**config.mk**
```make
export PLATFORM = sky130hd
export DESIGN_NAME = mldf_queue
export DESIGN_NICKNAME = d
export VERILOG_FILES = /design/src/sv/masked_local_deviation_filter_assert.svh /design/src/sv/mldf_pkg.sv /design/src/sv/mldf_queue.sv
export SDC_FILE = /design/constraint.sdc
export NUM_CORES = 1
export LEC_CHECK = 0
export ABC_AREA = 1
export BUFFER_PORTS_ARGS = -buffer_cell sky130_fd_sc_hd__buf_4
export CAP_MARGIN = 20
export CORE_MARGIN = 8
export CORE_UTILIZATION = 30
export DETAILED_ROUTE_END_ITERATION = 10
export PLACE_DENSITY = 0.56
export SYNTH_ARGS = -nofsm -noshare
export SYNTH_HDL_FRONTEND = slang
export SYNTH_SLANG_ARGS = --single-unit
export TNS_END_PERCENT = 10
```
**constraint.sdc**
```tcl
create_clock -name clock -period 13.6 [get_ports clock]
set_clock_uncertainty 0.2 [all_clocks]
set_input_delay 2.04 -clock clock [delete_from_list [all_inputs] [get_ports clock]]
set_output_delay 2.04 -clock clock [all_outputs]
set_load 0.05 [all_outputs]
```
**src/sv/masked_local_deviation_filter_assert.svh**
```systemverilog
// Assertion macros for the masked local deviation filter
`ifndef MASKED_LOCAL_DEVIATION_FILTER_ASSERT_SVH
`define MASKED_LOCAL_DEVIATION_FILTER_ASSERT_SVH

// same-cycle implication
`define MLDF_ASSERT_IMPLY(label, clk, rst, cond, prop, msg) \
   label: assert property (@(posedge clk) disable iff (rst) (cond) |-> (prop)) else $error(msg);

// next-cycle implication
`define MLDF_ASSERT_NEXT(label, clk, rst, cond, prop, msg) \
   label: assert property (@(posedge clk) disable iff (rst) (cond) |=> (prop)) else $error(msg);

`endif

```
**src/sv/mldf_pkg.sv**
```systemverilog
// Shared types and constants of the masked local deviation filter
`default_nettype none

package mldf_pkg;

   localparam int MAX_WIN     = 5;
   localparam int PIX_BITS    = 8;
   localparam int LINES       = MAX_WIN - 1;
   localparam int LINE_SEL_W  = $clog2(LINES);
   localparam int NUM_W       = MAX_WIN * MAX_WIN;
   localparam int WIDX_W      = $clog2(NUM_W);
   localparam int MAX_HEIGHT  = 4096;
   localparam int ROW_W       = $clog2(MAX_HEIGHT);
   localparam int DIM_W       = 13;
   localparam int WIN_DIM_W   = 3;
   localparam int CNT_N_W     = $clog2(NUM_W + 1);
   localparam int DIV_W       = 28;
   localparam int QUEUE_DEPTH = 2;

   typedef enum logic [2:0] {
      CSR_IMG_WIDTH  = 3'd0,
      CSR_IMG_HEIGHT = 3'd1,
      CSR_WIN_WIDTH  = 3'd2,
      CSR_WIN_HEIGHT = 3'd3,
      CSR_WEIGHTS_A  = 3'd4,
      CSR_WEIGHTS_B  = 3'd5,
      CSR_WEIGHTS_C  = 3'd6,
      CSR_WEIGHTS_D  = 3'd7
   } csr_index_type;

   typedef struct packed {
      logic                cmd;
      logic [PIX_BITS-1:0] pixel_in;
   } req_type;

   typedef struct packed {
      logic [PIX_BITS-1:0] pixel_out;
      logic                is_border;
      logic                frame_end;
   } rsp_type;

   typedef struct packed {
      logic [DIM_W-1:0]                  width;
      logic [DIM_W-1:0]                  height;
      logic [WIN_DIM_W-1:0]              win_w;
      logic [WIN_DIM_W-1:0]              win_h;
      logic [NUM_W-1:0][PIX_BITS-1:0]    weights;
   } cfg_type;

   // one classified result on its way to the back end
   typedef struct packed {
      logic                           compute;
      logic                           fend;
      logic [PIX_BITS-1:0]            value;
      logic [NUM_W-1:0][PIX_BITS-1:0] win;
   } job_type;

endpackage

`default_nettype wire

```
**src/sv/mldf_queue.sv**
```systemverilog
// Short job queue between the front end and the back end
`default_nettype none

module mldf_queue
   import mldf_pkg::*;
(
   input  wire logic    clock,
   input  wire logic    reset,
   input  wire logic    push,
   input  wire job_type push_data,
   output logic         full,
   input  wire logic    pop,
   output job_type      head,
   output logic         empty
);

   localparam int PTR_W = $clog2(QUEUE_DEPTH);
   localparam int CNT_W = $clog2(QUEUE_DEPTH + 1);

   job_type            slot_ff [QUEUE_DEPTH];
   logic [PTR_W-1:0]   wr_ptr_ff, wr_ptr_in;
   logic [PTR_W-1:0]   rd_ptr_ff, rd_ptr_in;
   logic [CNT_W-1:0]   count_ff, count_in;
   logic               do_push, do_pop;

   always_comb begin
      do_push   = push && !full;
      do_pop    = pop && !empty;
      wr_ptr_in = wr_ptr_ff;
      rd_ptr_in = rd_ptr_ff;
      count_in  = count_ff;
      if (do_push) begin
         wr_ptr_in = (wr_ptr_ff == PTR_W'(QUEUE_DEPTH - 1)) ? '0 : wr_ptr_ff + 1'b1;
      end
      if (do_pop) begin
         rd_ptr_in = (rd_ptr_ff == PTR_W'(QUEUE_DEPTH - 1)) ? '0 : rd_ptr_ff + 1'b1;
      end
      if (do_push && !do_pop) begin
         count_in = count_ff + 1'b1;
      end else if (do_pop && !do_push) begin
         count_in = count_ff - 1'b1;
      end
   end

   always_ff @(posedge clock) begin
      if (reset) begin
         wr_ptr_ff <= '0;
         rd_ptr_ff <= '0;
         count_ff  <= '0;
      end else begin
         wr_ptr_ff <= wr_ptr_in;
         rd_ptr_ff <= rd_ptr_in;
         count_ff  <= count_in;
      end
      if (do_push) begin
         slot_ff[wr_ptr_ff] <= push_data;
      end
   end

   assign full  = count_ff == CNT_W'(QUEUE_DEPTH);
   assign empty = count_ff == '0;
   assign head  = slot_ff[rd_ptr_ff];

endmodule

`default_nettype wire

```
* Word level (Yosys, flattened, before mapping)
Memories as Yosys holds them, arrays and structs flattened. A register that Yosys moved wholly into a read port is not among the register bits.
Cells that the tools add are included.
Widths: inputs -> output; s select.
** Storage, ports and cells
- Latch bits :: 0
- Bits in read-only memories :: 0
- RAM bits :: 420
- Output and inout port bits :: 212
- Register bits :: 4
- Input bits :: 214
- Memories kept :: 1
** Operators by class
- $add $sub $neg :: 4
- Bitwise logic cells :: 0
- Equal/unequal tests :: 1
- $lt $le $gt $ge :: 0
- Div/mod/pow operators :: 0
- Reduce and logical (&&, ||, !) cells :: 10
- Muxes and demuxes :: 8
- Multiply operators :: 0
- Shifts and indexed selects :: 0
** Memory list
- slot_ff :: words 2, width 210, read ports 1, clocked after memory_dff 1, write ports 1, line mldf_queue.sv:20 : job_type slot_ff [QUEUE_DEPTH];
** Operator list (number)
- $mux 1 :: 6
- $logic_and 1x1->1 :: 4
- $logic_not 1->1 :: 4
- $mux 2 :: 2
- $add 1x1->1 const B :: 2
- $add 2x1->2 const B :: 1
- $eq 2x2->1 const B :: 1
- $logic_not 2->1 :: 1
- $reduce_bool 2->1 :: 1
- $sub 2x1->2 const B :: 1

* Logic depth before layout (Yosys ltp)
- Depth after elaboration :: 7
- Depth in mapped cells :: 10
- Gate-level depth less buffers :: 10

* Worst setup path after synthesis
Ideal clock, no wire load.
- Path type :: input to register
- Start point :: in push
- End point :: mem slot_ff[0][0] (netlist bit) (enable)
- Data required time :: 12.616 ns
- Library setup time :: 0.784 ns
- Buffers on the path :: 0
- Slack :: 1.767 ns
- Arrival time :: 10.849 ns
- Stages :: 2
- Path through :: o21ai_1 -> nor2_1
** Between the ends
- Longest elaborated chain between the ends :: 3
** Ends and longest elaborated chain
- start, declared :: line mldf_queue.sv:9 : input wire logic push,
- $logic_and 1x1->1 :: line mldf_queue.sv:27 : do_push = push && !full;
- $mux 1 :: line mldf_queue.sv:55 : if (do_push) begin
- $mux 1 (not written as such) :: line mldf_queue.sv:56 : slot_ff[wr_ptr_ff] <= push_data;
- end, declared :: line mldf_queue.sv:20
Every way passes these cells.

==> impl_metrics.csv <==
group,metric,value,unit
status,status,"complete, no violations",
cts,clk_pin_slew,0.06,ns
detailed_routing,drtPass1Iterations,4,
job,maxCapViolCount,0,
timing,rsz0062_at_grt,"false",
timing,hold_violations,0,
setup_path,rr_worst_depth,4,
yosys,synth_fp_nets,905,
placed_design,io_buffers,425,
pwr,powerDensity,209.9,nW/um2
setup_path,worstPathArrival,3.23,ns
setup_path,r2r-end,"slot_ff[1][126]$_DFFE_PP_",
yosys,yosysSeqAreaShare,82.16,%
setup_path,r2r_start,"count_ff[0]$_SDFFE_PP0P_",
cts,worst_skew_pair.late_latency,0.55,ns
layout,seq_area,12720,um2
cts,ctsHoldBuffers,0,
detailed_routing,dr_total_vias,7955,
layout,drive_above_1_share,59.92,%
detailed_routing,ant_nets,0,
grt,grt_usage,11.77,%
layout,fill_cells,4636,
placed_design,place_inst,1781,
grt,grt_antenna_before_repair,2,
cts,cts_buffers,45,
setup_path,worstPathRequired,11.36,ns
layout,syn2layout_area_growth,34.65,%
detailed_routing,wl_per_cell,19.62,um
floorplanning,die_area,59100,um2
detailed_routing,drtIter0Drc,338,
timing,fin_tns_setup,0,ns
yosys,synth_cell_type_count,15,
worst_hold_path,min_from,"wr_ptr_ff$_SDFFE_PP0P_",
cts,htreeDepth,2,
setup_path,critPathKind,"reg -> out",
placed_design,gp_congestion,0.7214,
timing,period_needed,5.468,ns
timing,max_freq,182.9,MHz
cts,cts_buffer_depth,3,
cts,cts_tree,"yes",
timing,timing.final.crit_share,40.21,%
cts,ctsResizeCount,0,
worst_hold_path,hold_end,"wr_ptr_ff$_SDFFE_PP0P_",
detailed_routing,avgViaCountPerCell,4.261,
cts,clkSinkCount,425,
cts,root_buffer,"clkbuf_16",
grt,grt_pass1_wl,53820,um
layout,layout_commonest_cell,"buf_4",
worst_hold_path,hold_depth,2,
layout,most-common-layout-cells,"434 x buf_4, 420 x edfxtp_1, 210 x mux2_2, 47 x clkbuf_16, 13 x clkinv_1",
grt,first_global_vias,8743,
detailed_routing,wl,36630,um
timing,slew_headroom,30.80,%
layout,fin_cells,1867,
layout,utilization,40.69,%
setup_path,start_kind,"register",
timing,tightest_slew,1.038,ns
detailed_routing,drcViolationCount,0,
floorplanning,core,51200,um2
timing,slew_viol_final,0,
grt,overflow,0,
grt,grt_max_degree,74,
pwr,ir_drop,0.0001186,V
cts,post_cts_buffers,0,
timing,setup_viol,0,
layout,multi_input_area,2489,um2
worst_hold_path,worstHoldPathType,"reg -> reg",
yosys,netlist_area,15470,um2
setup_path,crit_fanout,73,
floorplanning,die_h,243.1,um
floorplanning,initial_core_util,30.22,%
yosys,syn-mean-instance-area,22.42,um2
yosys,yosysWarnings,0,
pwr,leakagePower,7.626,nW
floorplanning,rows,83,
placed_design,hpwl,24840,um
layout,fin_nets,1364,
yosys,netlist_instances,690,
yosys,ys_ff_latch,425,
floorplanning,io_pins,426,
setup_path,reg2reg_slack,10.71,ns
floorplanning,die_w,243.1,um
setup_path,end_kind,"output port",
[state kept, by name (all words and copies together), names as in the netlist, named ones only]
name,flops
count_ff,2
wr_ptr_ff,1
slot_ff,420
rd_ptr_ff,1
[worst max-delay path, stage by stage (launching register included)]
cell and delay [ns]:
dfxtp_4 1.03, buf_4 0.92, mux2_2 0.43, buf_4 0.20
[where the power goes]
part	internal (mW)	switching, mW	total [mW]
combinational	0.459	0.990	1.45
clock	0.723	0.482	1.21
sequential	1.66	0.0595	1.72
[cells by family (layout without fill, tap and decap cells)]
logic type	Yosys count	after routing	synth area share, %
muxes	210	210	15.28
AOI/OAI and AO/OA	6	6	0.1940
buffers and inverters	32	527	1.852
DFF	425	425	82.16
other	0	2	0
adders and majority gates	1	1	0.08085
and+or+nand+nor	16	16	0.4286
[through the flow]
step           total power [mW]  hold WS (ns)  setup slack, ns  instance area [um2]
2_1_floorplan             2.834        0.2757            1.767                15470
3_3_place_gp              3.208        0.3303            8.265                19350
3_5_place_dp              3.219        0.3324            8.188                19350
4_1_cts                   4.445        0.3438            7.967                20810
5_1_grt                   4.546        0.3533            7.869                20830
6_report                  4.372        0.3453            8.132                20830
[per-layer routing]
layer  up-vias  wire length (um)  track usage, %
li1       3657                 -               -
met1      3987             13920           12.86
met2       253             18850           20.49
met3        58              2802           4.514
met4         0              1064           4.531
met5         -                 0               0
[layout make-up]
cell class / count / area share, %
inverters: 9 / 0.1622
multi-input cells: 233 / 11.95
clock buffers: 55 / 5.789
flip-flops and latches: 425 / 61.04
diodes: 2 / 0.02402
well taps: 680 / 4.084
repair buffers: 435 / 15.73
clock inverters: 28 / 1.225
[synth_stat cells]
library cell | number | area [um2]
nand3_1 | 1 | 5.000
and2_1 | 1 | 6.260
dfxtp_1 | 5 | 100.1
inv_1 | 9 | 33.78
mux2_2 | 210 | 2365
o21ai_0 | 4 | 20.02
o21ai_1 | 1 | 5.000
ha_1 | 1 | 12.51
buf_2 | 1 | 5.000
edfxtp_1 | 420 | 12610
nand2_1 | 4 | 15.01
buf_6 | 22 | 247.7
a21oi_1 | 1 | 5.000
nor2_1 | 9 | 33.78
nand4_1 | 1 | 6.260
[worst max-delay path by stage]
stage | from | endpoint | slack, ns | depth (start not counted)
2_1_floorplan | push | slot_ff[0][0]$_DFFE_PP_ | 1.77 | 2
3_3_place_gp | push | slot_ff[1][125]$_DFFE_PP_ | 8.26 | 5
3_5_place_dp | push | slot_ff[1][122]$_DFFE_PP_ | 8.19 | 5
4_1_cts | register | head[59] | 7.97 | 3
5_1_grt | register | head[119] | 7.87 | 3
6_report | register | head[119] | 8.13 | 3
(Power assumes the default switching activity.)
