### config.mk
export PLATFORM = sky130hd
export DESIGN_NAME = mldf_back
export DESIGN_NICKNAME = d
export VERILOG_FILES = /design/src/sv/masked_local_deviation_filter_assert.svh /design/src/sv/mldf_pkg.sv /design/src/sv/mldf_div.sv /design/src/sv/mldf_back.sv
export SDC_FILE = /design/constraint.sdc
export NUM_CORES = 2
export LEC_CHECK = 0
export ABC_CLOCK_PERIOD_IN_PS = 12860
export BUFFER_PORTS_ARGS = -buffer_cell sky130_fd_sc_hd__buf_2
export CORE_MARGIN = 1.5
export CORE_UTILIZATION = 24
export DETAILED_ROUTE_END_ITERATION = 6
export PLACE_DENSITY = 0.4
export REMOVE_ABC_BUFFERS = 1
export SLEW_MARGIN = 15
export SYNTH_ARGS = -nofsm -noshare
export SYNTH_HDL_FRONTEND = slang
export SYNTH_SLANG_ARGS = --single-unit
### constraint.sdc
create_clock -name clock -period 12.86 [get_ports clock]
set_input_delay 0.643 -clock clock [delete_from_list [all_inputs] [get_ports clock]]
set_output_delay 0.643 -clock clock [all_outputs]
set_load 0.02 [all_outputs]
### src/sv/masked_local_deviation_filter_assert.svh
// Assertion macros for the masked local deviation filter
`ifndef MASKED_LOCAL_DEVIATION_FILTER_ASSERT_SVH
`define MASKED_LOCAL_DEVIATION_FILTER_ASSERT_SVH

// same-cycle implication
`define MLDF_ASSERT_IMPLY(label, clk, rst, cond, prop, msg) \
   label: assert property (@(posedge clk) disable iff (rst) (cond) |-> (prop)) else $error(msg);

// next-cycle implication
`define MLDF_ASSERT_NEXT(label, clk, rst, cond, prop, msg) \
   label: assert property (@(posedge clk) disable iff (rst) (cond) |=> (prop)) else $error(msg);

`endif

### src/sv/mldf_pkg.sv
// Shared types and constants of the masked local deviation filter
`default_nettype none

package mldf_pkg;

   localparam int MAX_WIN     = 5;
   localparam int PIX_BITS    = 8;
   localparam int LINES       = MAX_WIN - 1;
   localparam int LINE_SEL_W  = $clog2(LINES);
   localparam int NUM_W       = MAX_WIN * MAX_WIN;
   localparam int WIDX_W      = $clog2(NUM_W);
   localparam int MAX_HEIGHT  = 4096;
   localparam int ROW_W       = $clog2(MAX_HEIGHT);
   localparam int DIM_W       = 13;
   localparam int WIN_DIM_W   = 3;
   localparam int CNT_N_W     = $clog2(NUM_W + 1);
   localparam int DIV_W       = 28;
   localparam int QUEUE_DEPTH = 2;

   typedef enum logic [2:0] {
      CSR_IMG_WIDTH  = 3'd0,
      CSR_IMG_HEIGHT = 3'd1,
      CSR_WIN_WIDTH  = 3'd2,
      CSR_WIN_HEIGHT = 3'd3,
      CSR_WEIGHTS_A  = 3'd4,
      CSR_WEIGHTS_B  = 3'd5,
      CSR_WEIGHTS_C  = 3'd6,
      CSR_WEIGHTS_D  = 3'd7
   } csr_index_type;

   typedef struct packed {
      logic                cmd;
      logic [PIX_BITS-1:0] pixel_in;
   } req_type;

   typedef struct packed {
      logic [PIX_BITS-1:0] pixel_out;
      logic                is_border;
      logic                frame_end;
   } rsp_type;

   typedef struct packed {
      logic [DIM_W-1:0]                  width;
      logic [DIM_W-1:0]                  height;
      logic [WIN_DIM_W-1:0]              win_w;
      logic [WIN_DIM_W-1:0]              win_h;
      logic [NUM_W-1:0][PIX_BITS-1:0]    weights;
   } cfg_type;

   // one classified result on its way to the back end
   typedef struct packed {
      logic                           compute;
      logic                           fend;
      logic [PIX_BITS-1:0]            value;
      logic [NUM_W-1:0][PIX_BITS-1:0] win;
   } job_type;

endpackage

`default_nettype wire

### src/sv/mldf_div.sv
// Restoring divider, one quotient bit per cycle, small unsigned divisor
`default_nettype none

module mldf_div
   import mldf_pkg::*;
(
   input  wire logic               clock,
   input  wire logic               reset,
   input  wire logic               start,
   input  wire logic [DIV_W-1:0]   dividend,
   input  wire logic [CNT_N_W-1:0] divisor,
   output logic                    done,
   output logic [DIV_W-1:0]        quotient
);

   localparam int STEP_W = $clog2(DIV_W);

   logic               busy_ff, busy_in;
   logic               done_ff, done_in;
   logic [STEP_W-1:0]  step_ff, step_in;
   logic [DIV_W-1:0]   q_ff, q_in;
   logic [CNT_N_W-1:0] r_ff, r_in;
   logic [CNT_N_W-1:0] d_ff, d_in;
   logic [CNT_N_W:0]   r_sh;
   logic               ge;

   always_comb begin
      r_sh    = {r_ff, q_ff[DIV_W-1]};
      ge      = r_sh >= {1'b0, d_ff};
      busy_in = busy_ff;
      done_in = 1'b0;
      step_in = step_ff;
      q_in    = q_ff;
      r_in    = r_ff;
      d_in    = d_ff;
      if (start) begin
         busy_in = 1'b1;
         step_in = '0;
         q_in    = dividend;
         r_in    = '0;
         d_in    = divisor;
      end else if (busy_ff) begin
         q_in    = {q_ff[DIV_W-2:0], ge};
         r_in    = ge ? CNT_N_W'(r_sh - {1'b0, d_ff}) : r_sh[CNT_N_W-1:0];
         step_in = step_ff + 1'b1;
         if (step_ff == STEP_W'(DIV_W - 1)) begin
            busy_in = 1'b0;
            done_in = 1'b1;
         end
      end
   end

   always_ff @(posedge clock) begin
      if (reset) begin
         busy_ff <= 1'b0;
         done_ff <= 1'b0;
         step_ff <= '0;
      end else begin
         busy_ff <= busy_in;
         done_ff <= done_in;
         step_ff <= step_in;
      end
      q_ff <= q_in;
      r_ff <= r_in;
      d_ff <= d_in;
   end

   assign done     = done_ff;
   assign quotient = q_ff;

endmodule

`default_nettype wire

### src/sv/mldf_back.sv
// Back end: weighted mean, squared deviations, square root, scaling, result register
`default_nettype none

module mldf_back
   import mldf_pkg::*;
(
   input  wire logic    clock,
   input  wire logic    reset,
   input  wire cfg_type cfg,
   input  wire job_type q_head,
   input  wire logic    q_empty,
   output logic         q_pop,
   output logic         empty,
   input  wire logic    pop,
   output rsp_type      rsp_data
);

   localparam int ACC_W  = 54;
   localparam int ROOT_W = ACC_W / 2;
   localparam int REM_W  = ROOT_W + 1;
   localparam int IT_W   = $clog2(ROOT_W);

   typedef enum logic [3:0] {
      BK_IDLE, BK_SUM, BK_MEAN, BK_SQ, BK_DRAIN1, BK_DRAIN2,
      BK_ROOT_LOAD, BK_ROOT, BK_SCALE, BK_DONE
   } bk_state_type;

   bk_state_type                   state_ff, state_in;
   logic [NUM_W-1:0][PIX_BITS-1:0] win_ff, win_in;
   logic                           fend_ff, fend_in;
   logic [WIN_DIM_W-1:0]           i_ff, i_in, j_ff, j_in;
   logic [WIDX_W-1:0]              n_ff, n_in;
   logic signed [20:0]             sum_ff, sum_in;
   logic [CNT_N_W-1:0]             cnt_ff, cnt_in;
   logic                           neg_ff, neg_in;
   logic signed [DIV_W:0]          mean_ff, mean_in;
   logic signed [16:0]             t_ff;
   logic                           tv_ff, tv_in;
   logic [47:0]                    sq_ff;
   logic                           sqv_ff;
   logic [ACC_W-1:0]               acc_ff, acc_in;
   logic [ACC_W-1:0]               src_ff, src_in;
   logic [REM_W-1:0]               rem_ff, rem_in;
   logic [ROOT_W-1:0]              root_ff, root_in;
   logic [IT_W-1:0]                it_ff, it_in;
   logic [PIX_BITS-1:0]            res_ff, res_in;
   logic                           out_valid_ff, out_valid_in;
   rsp_type                        out_ff, out_in;

   logic                           div_start, div_done;
   logic [DIV_W-1:0]               div_dividend, div_quot;

   logic [WIN_DIM_W-1:0]           row, col;
   logic [WIDX_W-1:0]              pidx;
   logic [PIX_BITS-1:0]            px, w;
   logic signed [16:0]             px_s, w_s, t;
   logic                           last_elem, out_free;
   logic [20:0]                    sum_mag;
   logic signed [29:0]             d;
   logic [29:0]                    d_abs;
   logic [23:0]                    m;
   logic [47:0]                    sq;
   logic [REM_W+1:0]               rem_sh, trial;

   mldf_div u_div (
      .clock    (clock),
      .reset    (reset),
      .start    (div_start),
      .dividend (div_dividend),
      .divisor  (cnt_ff),
      .done     (div_done),
      .quotient (div_quot)
   );

   always_comb begin
      // element (i, j) of the mask sits at the lower right of the window
      row  = 3'(MAX_WIN) - cfg.win_h + i_ff;
      col  = 3'(MAX_WIN) - cfg.win_w + j_ff;
      pidx = WIDX_W'(row) * WIDX_W'(MAX_WIN) + WIDX_W'(col);
      px   = win_ff[pidx];
      w    = cfg.weights[n_ff];
      px_s = {9'b0, px};
      w_s  = {{9{w[7]}}, w};
      t    = px_s * w_s;
      last_elem = (i_ff == cfg.win_h - 1'b1) && (j_ff == cfg.win_w - 1'b1);

      d     = {{5{t_ff[16]}}, t_ff, 8'b0} - {mean_ff[DIV_W], mean_ff};
      d_abs = d[29] ? 30'(-d) : 30'(d);
      m     = d_abs[23:0];
      sq    = 48'(m) * 48'(m);

      rem_sh = {rem_ff, src_ff[ACC_W-1 -: 2]};
      trial  = {1'b0, root_ff, 2'b01};

      out_free = !out_valid_ff || pop;

      state_in     = state_ff;
      win_in       = win_ff;
      fend_in      = fend_ff;
      i_in         = i_ff;
      j_in         = j_ff;
      n_in         = n_ff;
      sum_in       = sum_ff;
      cnt_in       = cnt_ff;
      neg_in       = neg_ff;
      mean_in      = mean_ff;
      tv_in        = 1'b0;
      acc_in       = sqv_ff ? acc_ff + ACC_W'(sq_ff) : acc_ff;
      src_in       = src_ff;
      rem_in       = rem_ff;
      root_in      = root_ff;
      it_in        = it_ff;
      res_in       = res_ff;
      out_valid_in = out_valid_ff && !pop;
      out_in       = out_ff;
      q_pop        = 1'b0;
      div_start    = 1'b0;
      sum_mag      = sum_ff[20] ? 21'(-sum_ff) : 21'(sum_ff);
      div_dividend = {sum_mag[19:0], 8'b0};

      if (state_ff == BK_SUM || state_ff == BK_SQ) begin
         n_in = n_ff + 1'b1;
         if (j_ff == cfg.win_w - 1'b1) begin
            j_in = '0;
            i_in = i_ff + 1'b1;
         end else begin
            j_in = j_ff + 1'b1;
         end
      end

      case (state_ff)
         BK_IDLE: begin
            if (!q_empty) begin
               if (!q_head.compute) begin
                  if (out_free) begin
                     q_pop        = 1'b1;
                     out_valid_in = 1'b1;
                     out_in       = '{pixel_out: q_head.value, is_border: 1'b1,
                                      frame_end: q_head.fend};
                  end
               end else begin
                  q_pop    = 1'b1;
                  win_in   = q_head.win;
                  fend_in  = q_head.fend;
                  i_in     = '0;
                  j_in     = '0;
                  n_in     = '0;
                  sum_in   = '0;
                  cnt_in   = '0;
                  state_in = BK_SUM;
               end
            end
         end
         BK_SUM: begin
            sum_in = sum_ff + {{4{t[16]}}, t};
            cnt_in = cnt_ff + CNT_N_W'(w != '0);
            if (last_elem) begin
               state_in = BK_MEAN;
            end
         end
         BK_MEAN: begin
            // first cycle here launches the divide, later cycles wait for it
            if (n_ff != '0) begin
               if (cnt_ff == '0) begin
                  res_in   = '0;
                  state_in = BK_DONE;
               end else begin
                  div_start = 1'b1;
                  neg_in    = sum_ff[20];
                  n_in      = '0;
               end
            end else if (div_done) begin
               mean_in  = neg_ff ? -$signed({1'b0, div_quot}) : $signed({1'b0, div_quot});
               i_in     = '0;
               j_in     = '0;
               acc_in   = '0;
               state_in = BK_SQ;
            end
         end
         BK_SQ: begin
            tv_in = w != '0;
            if (last_elem) begin
               state_in = BK_DRAIN1;
            end
         end
         BK_DRAIN1: begin
            state_in = BK_DRAIN2;
         end
         BK_DRAIN2: begin
            state_in = BK_ROOT_LOAD;
         end
         BK_ROOT_LOAD: begin
            src_in   = acc_ff;
            rem_in   = '0;
            root_in  = '0;
            it_in    = '0;
            state_in = BK_ROOT;
         end
         BK_ROOT: begin
            src_in = {src_ff[ACC_W-3:0], 2'b00};
            if (rem_sh >= trial) begin
               rem_in  = REM_W'(rem_sh - trial);
               root_in = {root_ff[ROOT_W-2:0], 1'b1};
            end else begin
               rem_in  = rem_sh[REM_W-1:0];
               root_in = {root_ff[ROOT_W-2:0], 1'b0};
            end
            it_in = it_ff + 1'b1;
            if (it_ff == IT_W'(ROOT_W - 1)) begin
               n_in     = '1;
               state_in = BK_SCALE;
            end
         end
         BK_SCALE: begin
            div_dividend = DIV_W'(root_ff[ROOT_W-1:8]);
            if (n_ff != '0) begin
               div_start = 1'b1;
               n_in      = '0;
            end else if (div_done) begin
               res_in   = (div_quot > DIV_W'(255)) ? 8'hFF : div_quot[7:0];
               state_in = BK_DONE;
            end
         end
         BK_DONE: begin
            if (out_free) begin
               out_valid_in = 1'b1;
               out_in       = '{pixel_out: res_ff, is_border: 1'b0, frame_end: fend_ff};
               state_in     = BK_IDLE;
            end
         end
         default: begin
            state_in = BK_IDLE;
         end
      endcase
   end

   always_ff @(posedge clock) begin
      if (reset) begin
         state_ff     <= BK_IDLE;
         out_valid_ff <= 1'b0;
         tv_ff        <= 1'b0;
         sqv_ff       <= 1'b0;
      end else begin
         state_ff     <= state_in;
         out_valid_ff <= out_valid_in;
         tv_ff        <= tv_in;
         sqv_ff       <= tv_ff;
      end
      win_ff  <= win_in;
      fend_ff <= fend_in;
      i_ff    <= i_in;
      j_ff    <= j_in;
      n_ff    <= n_in;
      sum_ff  <= sum_in;
      cnt_ff  <= cnt_in;
      neg_ff  <= neg_in;
      mean_ff <= mean_in;
      t_ff    <= t;
      sq_ff   <= sq;
      acc_ff  <= acc_in;
      src_ff  <= src_in;
      rem_ff  <= rem_in;
      root_ff <= root_in;
      it_ff   <= it_in;
      res_ff  <= res_in;
      out_ff  <= out_in;
   end

   assign empty    = !out_valid_ff;
   assign rsp_data = out_ff;

endmodule

`default_nettype wire

# Word level (Yosys, flattened, before mapping)
# Index checks and enable logic that the tools add are counted.
# Widths: inputs -> output; s select.
# totals
register_bits	571
inputBits	446
out_inout_bits	12
wordCells	229
# classes
muxes	88
n_mul	3
addsub	21
reduce_logical	25
n_bitwise	5
n_lt_le_gt_ge	5
n_eq_ne	27
# op_table
op	count
$mux 54	4
$mux 28	5
$pmux 54 s2	1
$bmux 8 s5	2
$mux 8	7
$pmux 28 s2	1
$add 54x48->54	1
$pmux 27 s2	1
$mux 5	10
$mul 24x24->48	1
$mux 4	11
$mux 21	2
$pmux 21 s2	1
$mux 10	4
$pmux 4 s10	1
$mux 3	12
$ge 30x29->1	1
$sub 25x29->30	1
$neg 28->29	1
$gt 28x8->1 const B	1
$sub 28x28->28	1
$mux 24	1
$neg 24->24	1
$ne 2x2->1 const B	11
45 further kinds	92

# Longest topological paths before layout
# depth
ltp_word	9
depth_mapped	44
ltp_nobuf	44

# Modules after synthesis
# Synthesis repeated with hierarchy kept, for this count alone.
# unflattened
hier_cells	4677
area_unflattened_um2	48838.1
# modules_own_cells
mod	n_inst	cells_per_inst	area_each_um2
mldf_back	1	4530	46764.9
mldf_div	1	147	2073.2

# Least setup slack after synthesis
# No wires, ideal clock.
# synth_path
path_type	reg2reg
start	register state_ff[2]
end	register fend_ff (enable)
path_stages_with_launch	5
t_arrival_ns	9.292
path_slack_ns	2.802
setup_ns	0.766
n_path_buf	1
path_cell_list	dfxtp_1 clkbuf_1 nor3_1 nand2_1 nor2_1
# synth_between
elab_chain_cells	2
# synth_rtl
item	line	text
start, declared	mldf_back.sv:28	bk_state_type state_ff, state_in;
start signal, assigned	mldf_back.sv:244	state_ff <= state_in;
$logic_not 4->1	mldf_back.sv:131	case (state_ff)
$reduce_and 3->1 (no line)	n/a	
end signal, assigned	mldf_back.sv:250	fend_ff <= fend_in;
end, declared	mldf_back.sv:30	logic fend_ff, fend_in;
# Every way passes these cells.
# A chain may end at the register's enable or synchronous reset.

# Final worst setup path
# layout_path
start	register mean_ff[0]
end	register sq_ff[44]
# layout_between
elab_chain_cells	4
# layout_rtl
item	line	text
start, declared	mldf_back.sv:36	logic signed [DIV_W:0] mean_ff, mean_in;
start signal, assigned	mldf_back.sv:257	mean_ff <= mean_in;
$sub 25x29->30 (*)	mldf_back.sv:87	d = {{5{t_ff[16]}}, t_ff, 8'b0} - {mean_ff[DIV_W], mean_ff};
$neg 24->24	mldf_back.sv:88	d_abs = d[29] ? 30'(-d) : 30'(d);
$mux 24 (*)	mldf_back.sv:88	
$mul 24x24->48 (*)	mldf_back.sv:90	sq = 48'(m) * 48'(m);
via sq[44]	mldf_back.sv:62	logic [47:0] sq;
end signal, assigned	mldf_back.sv:259	sq_ff <= sq;
end, declared	mldf_back.sv:39	logic [47:0] sq_ff;
# Mark *: on every way through the listed nets, which the timed path passes. The rest lies on a longest branch.

==> qor.csv <==
stage;metric;value;unit
cells_and_area;post-route-util;28.2;%
hold_path;hold_path_class;in2reg;
logic_synthesis;yosysSeqAreaShare;32.4;%
timing;fin_crit_sh;91.4;%
cells_and_area;fill_cells;21200;
global_routing;grt_pass1_vias;36600;
critical_path;slowest_stage;a2111oi_0;
cts;cts_tree;built;
global_routing;grt_max_degree;76;
global_routing;overflow;0;
critical_path;crit_path_max_incr_delay;700;ps
timing;clock.fmax;85.1;MHz
critical_path;endpoint_kind;flop;
timing;relSlewSlack;24.6;%
placed_design;io_buffer_count;431;
global_routing;grt_pass1_wl;217000;um
logic_synthesis;synth_flop_cell;edfxtp_1;
logic_synthesis;ys_async_sr_fraction;0;%
route;vias;34200;
route;firstDrtPassIters;5;
floorplanning;pin_count;458;
critical_path;critical_path_required;13420;ps
floorplanning;die_h;452;um
timing;slew_violations;0;
timing;skew;54.9;ps
cts;clock_path_buffers;3;
floorplanning;die_w;452;um
floorplanning;rows;164;
logic_synthesis;netlist_top_cells_area;edfxtp_1 (26%), fa_1 (19%), ha_1 (9.4%);
logic_synthesis;yosys_warnings;0;
route;first_iter_violations;1419;
timing;setup_viol;0;
route;wl_met1;59100;um
logic_synthesis;post_synth.cell_area_avg;10.4;um2
logic_synthesis;yosysTopAreaCell;edfxtp_1;
logic_synthesis;synth_top_area_share;26.2;%
cts;root_buffer;clkbuf_16;
cts;cts.repair.resized;0;
route;wl_per_cell;18.0;um
placed_design;placedCellCount;7635;
cts;path_clk_slew;60;ps
cts;cts_buffers;73;
flow_run;cap_violations;0;
timing;min_period;11750;ps
cts;cts_sinks;570;
timing;max_slew.worst_pin.slew;1100;ps
route;wl_met2;71800;um
run_status;status;completed;
logic_synthesis;syn_inst;4636;
timing;hold_viol;0;
cts;postCtsSetupBuffers;0;
logic_synthesis;synth_cell_types;98;
floorplanning;start_util;24.2;%
timing;holdWs;131;ps
logic_synthesis;syn_area;48300;um2
critical_path;critPathMaxFanout;24;
route;dr_wl_met3;6480;um
route;wl;140000;um
placed_design;routabilityCongestion;0.816;
critical_path;crit_arrival;12310;ps
timing;final.setup.tns;0;ps
cts;clk_latency;680;ps
critical_path;crit_type;reg2reg;
placed_design;hpwl;111000;um
logic_synthesis;synth_edf_count;422;
cells_and_area;drive_gt1_share;16.4;%
cts;postCtsHoldBufs;0;
global_routing;grt_use_total;13.7;%
route;drtAntennaViolNets;0;
route;drc;0;
route;top_layer_used;met5;
timing;rsz0062_at_grt;false;
route;vias_per_cell;4.40;
floorplanning;core_area;200000;um2
global_routing;antenna_found_initial;34;
floorplanning;die_area;204000;um2
cts;htree_levels;3;
critical_path;critPathLaunchType;flop;
cells_and_area;stdcell_count;7786;
cells_and_area;fin_nets;6325;
cells_and_area;syn_to_final_growth;16.6;%
logic_synthesis;ys_ff_latch;570;
cell families after synthesis:
logic type	after synthesis	synth area share, %
AO/OA/AOI/OAI	632	8.42
XOR/XNOR	250	4.73
adder cells (fa/ha/maj)	825	28.6
buffers and inverters	780	6.20
flip-flops	570	32.4
multiplexers	211	7.28
AND/OR/NAND/NOR	1368	12.5
worst paths after layout:
| path | from | endpoint | slack [ps] | cells after the start |
|---|---|---|---|---|
| setup / recovery | mean_ff[0] | sq_ff[44] | 1110 | 38 |
| hold / removal | q_head[119] | win_ff[119] | 130 | 1 |
| hold reg to reg | u_div.r_ff[4] | u_div.r_ff[4] | 470 | 2 |
| setup reg to reg | mean_ff[0] | sq_ff[44] | 1110 | 38 |
worst max-delay path, delay by kind of cell, from the launching register on:
| kind | cells | cell delay [ps] |
|---|---|---|
| adder cells (fa/ha/maj) | 9 | 4360 |
| AND/OR/NAND/NOR | 10 | 2600 |
| AO/OA/AOI/OAI | 9 | 2540 |
| buffers and inverters | 10 | 1770 |
| flip-flops | 1 | 350 |
per-stage QoR:
step / setup WS [ps] / instance area [um2]
after floorplan: 2460 / 47600
after global placement: 1020 / 53800
after detailed placement: 985 / 53800
after CTS: 944 / 56300
after global routing: 211 / 56400
final: 1110 / 56400
cells in the mapped netlist (16+ instances only):
master and number:
inv_1 601, nor2_1 523, nand2_1 492, fa_1 463, edfxtp_1 422, ha_1 362
a21oi_1 179, o21ai_0 150, dfxtp_1 148, xnor2_1 137, clkbuf_1 115, mux4_2 112
xor2_1 102, mux2i_1 96, a21o_1 89, nand3_1 65, nor3_1 45, or2_2 36
buf_2 35, and3_1 33, nand2b_1 31, a31oi_1 27, nand4_1 26, o21bai_1 24
nor2b_1 21, o21a_1 21, and2_1 19, o31ai_1 19, or3_1 16
layer usage:
| layer | vias to the layer above | track usage (%) |
|---|---|---|
| li1 | 16500 | - |
| met1 | 16800 | 16.6 |
| met2 | 680 | 25.0 |
| met3 | 179 | 2.78 |
| met4 | 28 | 2.79 |
| met5 | - | 0 |
flip-flops by register name, indices dropped and copies added, names as in the netlist, 3 cells and up:
register,cells
it_ff,5
i_ff,3
sum_ff,21
u_div.quotient,28
u_div.step_ff,5
rem_ff,28
acc_ff,54
win_ff,200
u_div.r_ff,5
n_ff,5
root_ff,27
cnt_ff,5
sq_ff,47
t_ff,17
u_div.d_ff,5
res_ff,8
rsp_data,10
mean_ff,29
state_ff,4
j_ff,3
src_ff,54
layout by cell type, fill, tap and decap left out, types with 135 or more instances in the layout:
| cell | n |
|---|---|
| a21oi_1 | 179 |
| buf_2 | 431 |
| dfxtp_1 | 145 |
| edfxtp_1 | 422 |
| fa_1 | 463 |
| ha_1 | 360 |
| inv_1 | 600 |
| nand2_1 | 492 |
| nor2_1 | 521 |
| o21ai_0 | 149 |
| xnor2_1 | 135 |
final cells by class:
type,instances,area (um2),share of cell area (%)
Multi-Input combinational cell,3286,29800,52.9
Inverter,613,2300,4.08
Tap cell,2656,3320,5.90
Timing Repair Buffer,510,2750,4.88
Clock buffer,101,2070,3.67
Sequential cell,570,15600,27.8
Antenna cell,16,40.0,0.0710
Clock inverter,34,417,0.739
Power is left out: the tool's default activity adds up to more than one toggle a clock period on the data nets, which glitch-free logic cannot reach.
